--- src/rtl/q2r_pkg.sv ---
// ----------------------------------------------------------------------------
// q2r_pkg
// Shared widths, types and helpers for the quaternion to rotation matrix core.
// ----------------------------------------------------------------------------
package q2r_pkg;

    localparam int IN_W   = 16;
    localparam int OUT_W  = 16;
    localparam int PROD_W = 32;
    localparam int SUM_W  = 34;
    localparam int NUM_W  = 36;
    localparam int NORM_W = 33;
    localparam int N_ENT  = 9;

    typedef logic [NORM_W-1:0]        norm_t;
    typedef logic signed [PROD_W-1:0] prod_t;
    typedef logic signed [SUM_W-1:0]  sum_t;
    typedef logic signed [NUM_W-1:0]  num_t;

    // The magnitude of every numerator is bounded by the norm, so it fits NORM_W bits.
    function automatic norm_t abs_mag(input num_t v);
        num_t a;
        a = v[NUM_W-1] ? -v : v;
        return a[NORM_W-1:0];
    endfunction

endpackage

--- src/rtl/q2r_div_lane.sv ---
// ----------------------------------------------------------------------------
// q2r_div_lane
// Pipelined restoring divider for one matrix entry: one quotient bit per
// stage, then round to nearest with ties away from zero, clamp and sign.
// ----------------------------------------------------------------------------
module q2r_div_lane #(
    parameter int FRAC_BITS = 14
) (
    input  logic                          aclk,
    input  logic                          en,
    input  q2r_pkg::norm_t                num_mag,
    input  q2r_pkg::norm_t                norm,
    input  logic                          neg,
    output logic signed [q2r_pkg::OUT_W-1:0] entry
);

    localparam int QW = FRAC_BITS + 1;
    localparam int NW = q2r_pkg::NORM_W;
    localparam logic [QW:0] ONE = (QW+1)'(1) << FRAC_BITS;

    logic [NW-1:0] rem_reg  [0:FRAC_BITS];
    logic [QW-1:0] q_reg    [0:FRAC_BITS];
    logic [NW-1:0] n_reg    [0:FRAC_BITS];
    logic          neg_reg  [0:FRAC_BITS];
    logic signed [q2r_pkg::OUT_W-1:0] entry_reg;

    logic          bit0;
    logic [NW-1:0] rem0_next;

    assign bit0      = (num_mag >= norm);
    assign rem0_next = bit0 ? (num_mag - norm) : num_mag;

    always_ff @(posedge aclk) begin
        if (en) begin
            rem_reg[0] <= rem0_next;
            q_reg[0]   <= {{(QW-1){1'b0}}, bit0};
            n_reg[0]   <= norm;
            neg_reg[0] <= neg;
        end
    end

    for (genvar k = 1; k <= FRAC_BITS; k++) begin : g_step
        logic [NW:0]   sh;
        logic          qb;
        logic [NW:0]   diff;
        logic [NW-1:0] rem_next;

        assign sh       = {rem_reg[k-1], 1'b0};
        assign qb       = (sh >= {1'b0, n_reg[k-1]});
        assign diff     = sh - {1'b0, n_reg[k-1]};
        assign rem_next = qb ? diff[NW-1:0] : sh[NW-1:0];

        always_ff @(posedge aclk) begin
            if (en) begin
                rem_reg[k] <= rem_next;
                q_reg[k]   <= {q_reg[k-1][QW-2:0], qb};
                n_reg[k]   <= n_reg[k-1];
                neg_reg[k] <= neg_reg[k-1];
            end
        end
    end

    logic [NW:0]             sh_last;
    logic                    rnd;
    logic [QW:0]             qr;
    logic [QW:0]             qc;
    logic signed [QW+1:0]    val;
    logic signed [q2r_pkg::OUT_W-1:0] entry_next;

    always_comb begin
        sh_last    = {rem_reg[FRAC_BITS], 1'b0};
        rnd        = (sh_last >= {1'b0, n_reg[FRAC_BITS]});
        qr         = {1'b0, q_reg[FRAC_BITS]} + {{QW{1'b0}}, rnd};
        qc         = (qr > ONE) ? ONE : qr;
        val        = neg_reg[FRAC_BITS] ? -$signed({1'b0, qc}) : $signed({1'b0, qc});
        entry_next = q2r_pkg::OUT_W'(val);
    end

    always_ff @(posedge aclk) begin
        if (en) begin
            entry_reg <= entry_next;
        end
    end

    assign entry = entry_reg;

endmodule
--- config.mk ---
export PLATFORM = sky130hd
export DESIGN_NAME = q2r_div_lane
export DESIGN_NICKNAME = d
export VERILOG_FILES = /design/src/rtl/q2r_pkg.sv /design/src/rtl/q2r_div_lane.sv
export SDC_FILE = /design/constraint.sdc
export NUM_CORES = 2
export LEC_CHECK = 0
export BUFFER_PORTS_ARGS = -buffer_cell sky130_fd_sc_hd__buf_2
export CAP_MARGIN = 20
export CORE_ASPECT_RATIO = 1.75
export CORE_MARGIN = 1.5
export CORE_UTILIZATION = 55
export CTS_CLUSTER_SIZE = 24
export DETAILED_ROUTE_END_ITERATION = 16
export GPL_ROUTABILITY_DRIVEN = 1
export MAX_ROUTING_LAYER = met4
export PLACE_DENSITY = 0.8
export SLEW_MARGIN = 20
export SYNTH_ARGS = -nofsm -noshare
export SYNTH_HDL_FRONTEND = slang
export SYNTH_SLANG_ARGS = --single-unit
--- constraint.sdc ---
create_clock -name aclk -period 7.2 [get_ports aclk]
set_clock_uncertainty 0.2 [all_clocks]
set_input_delay 1.44 -clock aclk [delete_from_list [all_inputs] [get_ports aclk]]
set_output_delay 1.44 -clock aclk [all_outputs]
set_load 0.05 [all_outputs]
==> results <==
- The run finished with clean final reports.
- Summed over all layers, the global routing overflow is 0.
- The minimum period implied by the final worst setup slack is around 6700 ps.
- For this design, the slowest cell found on the critical path is sky130_fd_sc_hd__a2111oi_1.
- For this run, the register share of the synthesized area comes to between 50% and 60%.
- The number of design-rule violations left by the first detailed-router iteration is 2513.
- The remaining number of nets flagged by the antenna check after routing is 0.
- The final instance count without filler cells is 7980.
- The detailed-route wire length per cell is 21.0 um.
- In this run, distinct cell masters in the synthesized netlist total 99.
- The type of element launching the critical path is a flip-flop.
- The worst-path maximum fanout is 9.
- In this design, the stage delay of the slowest critical-path cell is 730 ps.
- The main flop type after synthesis is sky130_fd_sc_hd__edfxtp_1.
- The data arrival time at the worst-slack endpoint is 6930 ps.
- The total routing usage reported by global routing is about 27%.
- The max-slew violation count is 0.
- The number of primary I/O pins is between 80 and 90.
- CTS saw about 1100 sinks.
- The hold violation count in the final report is 0.
- The post-cts resize count is 0.
- The level count of the clock H-tree is 3.
- In the final design database the tool counted 6875 nets.
- The die span in x is 269 um.
- The count of buffers added on input and output ports is 84.
- The netlist area before placement is about 0.068 mm2.
- The capturing element of the worst setup path is entry[6]$_DFFE_PP_.
- The total nets after synthesis is approximately 6800.
- The first element of the critical path is n_reg[1][199]$_DFFE_PP_.
- The starting density of the core is 55.5%.
- Clock-pin slew was measured on the worst setup and hold paths at roughly 60 ps.
- The slew of the pin with the lowest slew margin is approximately 1300 ps.
- The wire length on met3 is roughly 4.4 mm.
- The max-capacitance violation count is 0.
- In the routed design, unresolved DRC markers number 0.
- The critical path data required time is roughly 7500 ps.
- The number of synthesized flops with an enable pin is about 1100.
- At the end of routability-driven placement, the weighted congestion stood at a little under 1.
- Dividing the detail-routed via count by the number of cells gives ~5.9.
- For flop-to-flop paths, the worst setup slack is between 500 and 600 ps.
- The detailed-route via count is roughly 47000.
- The length of the first detailed-routing pass in iterations is 6.
- The floorplan step defined a die boundary enclosing 0.126 mm2.
- The proportion of register bits with asynchronous set or reset after synthesis is 0%.
- The worst register-to-register path begins at n_reg[1][199]$_DFFE_PP_.
- The number of antenna violations at the first check in global routing came to 2.
- Headroom to the max-slew limit came out at about 13%.
- In this run the deepest clock path goes through 3 buffers.
- The die is between 400 and 500 um tall.
- The detailed router put a total of 46.5 mm of wire on met1.
- Buffers added to address setup during post-CTS repair amount to 0.
- The static leakage is between 30 and 40 nW.
- The critical path is of the reg -> reg type.
- The root buffer cell is sky130_fd_sc_hd__clkbuf_16.
- Setup repair after global routing left no endpoint under its margin.
- The number of clock buffers inserted by TritonCTS is between 100 and 150.
- The register bit count reported by yosys is roughly 1100.
- Setup violations remaining at the end of the flow were counted as 0.
- At the later pin of the worst-skew pair, clock insertion delay measures between 700 and 800 ps.
- The path class of the tightest hold or removal check is reg -> reg.
- The half-perimeter wire length after placement is around 130 mm.
- The number of cells after detailed placement is just under 8000.
- The category of the worst setup path capture point is a flip-flop.
- In this run, post-CTS hold repair placed 0 buffers.
- The final critical-path share of the clock period is 92.6%.
- The number of cells traversed by the worst register-to-register path is 30.
- The first-pass GRT wire length is roughly 260 mm.
- The aggregate routed wire length is ~170 mm.
- From synthesis to final layout, the design area changed by 8.35%.
- The total design power is roughly 33 mW.
- The via count of the first global-routing pass is about 50000.
- The proportion of layout cells with a drive suffix above 1 is 9.05%.
- The number of rows created at floorplan is between 150 and 200.
- The peak supply drop is between 0.0002 and 0.00025 V.
- The highest routing layer actually used is met4.
- The TritonCTS clock tree is built.
- The synthesis warning total is 0.
- The maximum number of pins on one net before global-route repair is approximately 170.
- The fmax is roughly 0.15 GHz.
- The core region area is 0.123 mm2.
- The cell area power density is 446 mW/mm2.
- The worst register-to-register path ends at entry[6]$_DFFE_PP_.
- The total met2 wirelength after detailed routing is a little under 100 mm.
- Each instance of the synthesized netlist takes up on average between 10 and 15 um2.
- The synthesized instance count is 6162.
## final cells by class
class | count | area, um2
Fill cell | 9883 | 49000
Sequential cell | 1141 | 34300
Multi-Input combinational cell | 4210 | 30900
Clock buffer | 133 | 2800
Inverter | 677 | 2540
Tap cell | 1634 | 2040
Timing Repair Buffer | 125 | 826
Clock inverter | 59 | 566
Antenna cell | 1 | 2.50
## synth_stat cells (all sizes together) (42+ instances only)
library cell | n | area (um2)
inv | 676 | 2540
nor3 | 76 | 380
a21oi | 509 | 2550
nor2 | 362 | 1360
o21a | 74 | 556
nand2 | 347 | 1300
xor2 | 175 | 1530
xnor2 | 262 | 2290
nand2b | 69 | 432
ha | 531 | 6640
mux2 | 245 | 2860
o21bai | 63 | 473
buf | 42 | 299
nand4 | 68 | 425
edfxtp | 1141 | 34300
nor2b | 75 | 469
and3 | 49 | 307
clkbuf | 92 | 347
nand3 | 104 | 521
a21o | 260 | 1950
a31oi | 58 | 408
o21ai | 365 | 1840
## placed cells by master (no fill, tap or decap), types with 63 or more instances in the layout
cell,Yosys,layout
sky130_fd_sc_hd__nor3_1,76,75
sky130_fd_sc_hd__nand2_1,347,346
sky130_fd_sc_hd__a21oi_1,507,506
sky130_fd_sc_hd__xnor2_1,262,262
sky130_fd_sc_hd__inv_1,675,675
sky130_fd_sc_hd__nand3_1,104,104
sky130_fd_sc_hd__o21bai_1,63,63
sky130_fd_sc_hd__o21ai_0,352,352
sky130_fd_sc_hd__ha_1,531,531
sky130_fd_sc_hd__nor2_1,362,362
sky130_fd_sc_hd__nand4_1,68,68
sky130_fd_sc_hd__buf_2,22,83
sky130_fd_sc_hd__o21a_1,74,74
sky130_fd_sc_hd__nand2b_1,69,69
sky130_fd_sc_hd__xor2_1,175,175
sky130_fd_sc_hd__clkbuf_16,0,108
sky130_fd_sc_hd__nor2b_1,75,75
sky130_fd_sc_hd__a21o_1,260,260
sky130_fd_sc_hd__edfxtp_1,1141,1141
sky130_fd_sc_hd__mux2_2,207,207
## how the worst min path moves through the flow
stage	from	to	slack, ps	cells after the start
2_1_floorplan	neg_reg[9]$_DFFE_PP_	neg_reg[10]$_DFFE_PP_	200	0
3_3_place_gp	q_reg[12][8]$_DFFE_PP_	q_reg[13][9]$_DFFE_PP_	200	0
3_5_place_dp	q_reg[10][4]$_DFFE_PP_	q_reg[11][5]$_DFFE_PP_	200	0
4_1_cts	q_reg[4][2]$_DFFE_PP_	q_reg[5][3]$_DFFE_PP_	220	0
5_1_grt	q_reg[13][6]$_DFFE_PP_	q_reg[14][7]$_DFFE_PP_	220	0
6_report	q_reg[4][2]$_DFFE_PP_	q_reg[5][3]$_DFFE_PP_	210	0
## stage by stage
step / cell area [um2] / TNS (ps) / setup WS [ps] / util, % / hold slack (ps)
after detailed placement: 70600 / 0 / 478 / 57.4 / 205
after global routing: 73900 / 0 / 148 / 60.1 / 221
final: 73900 / 0 / 530 / 60.1 / 214
after CTS: 73900 / 0 / 486 / 60.1 / 216
after floorplan: 68200 / 0 / 1990 / - / 200
after global placement: 70500 / -1430 / -359 / 57.4 / 201
## power breakdown
part,switching [mW],leakage [nW],internal [mW]
registers,0.930,11.2,9.97
logic,9.40,17.8,7.05
clock network,2.47,1.65,3.13
total,12.8,30.6,20.2
## critical path, delay by kind of cell, from the launching register on
family | cells | cell delay, ps
compound gates | 12 | 2690
xor+xnor | 1 | 240
buf+inv | 4 | 660
simple gates | 9 | 1360
fa+ha+maj | 4 | 890
flops | 1 | 360
## logic make-up after synthesis
kind of cell	count (synthesis)	synth area share [%]
xor gates and xnor gates	437	5.61
and+or+nand+nor	1311	9.26
muxes	263	4.45
adders and majority gates	546	10.2
AOI/OAI and AO/OA	1653	15.6
DFF	1141	50.2
buffers and inverters	811	4.67
## per-layer routing
layer  track usage [%]  vias up
met5                 -        -
met3              2.99      628
met4              24.6        0
li1                  -    22739
met1              18.4    22671
met2              56.7     1088
No activity file was read; power rests on OpenSTA's default activity.
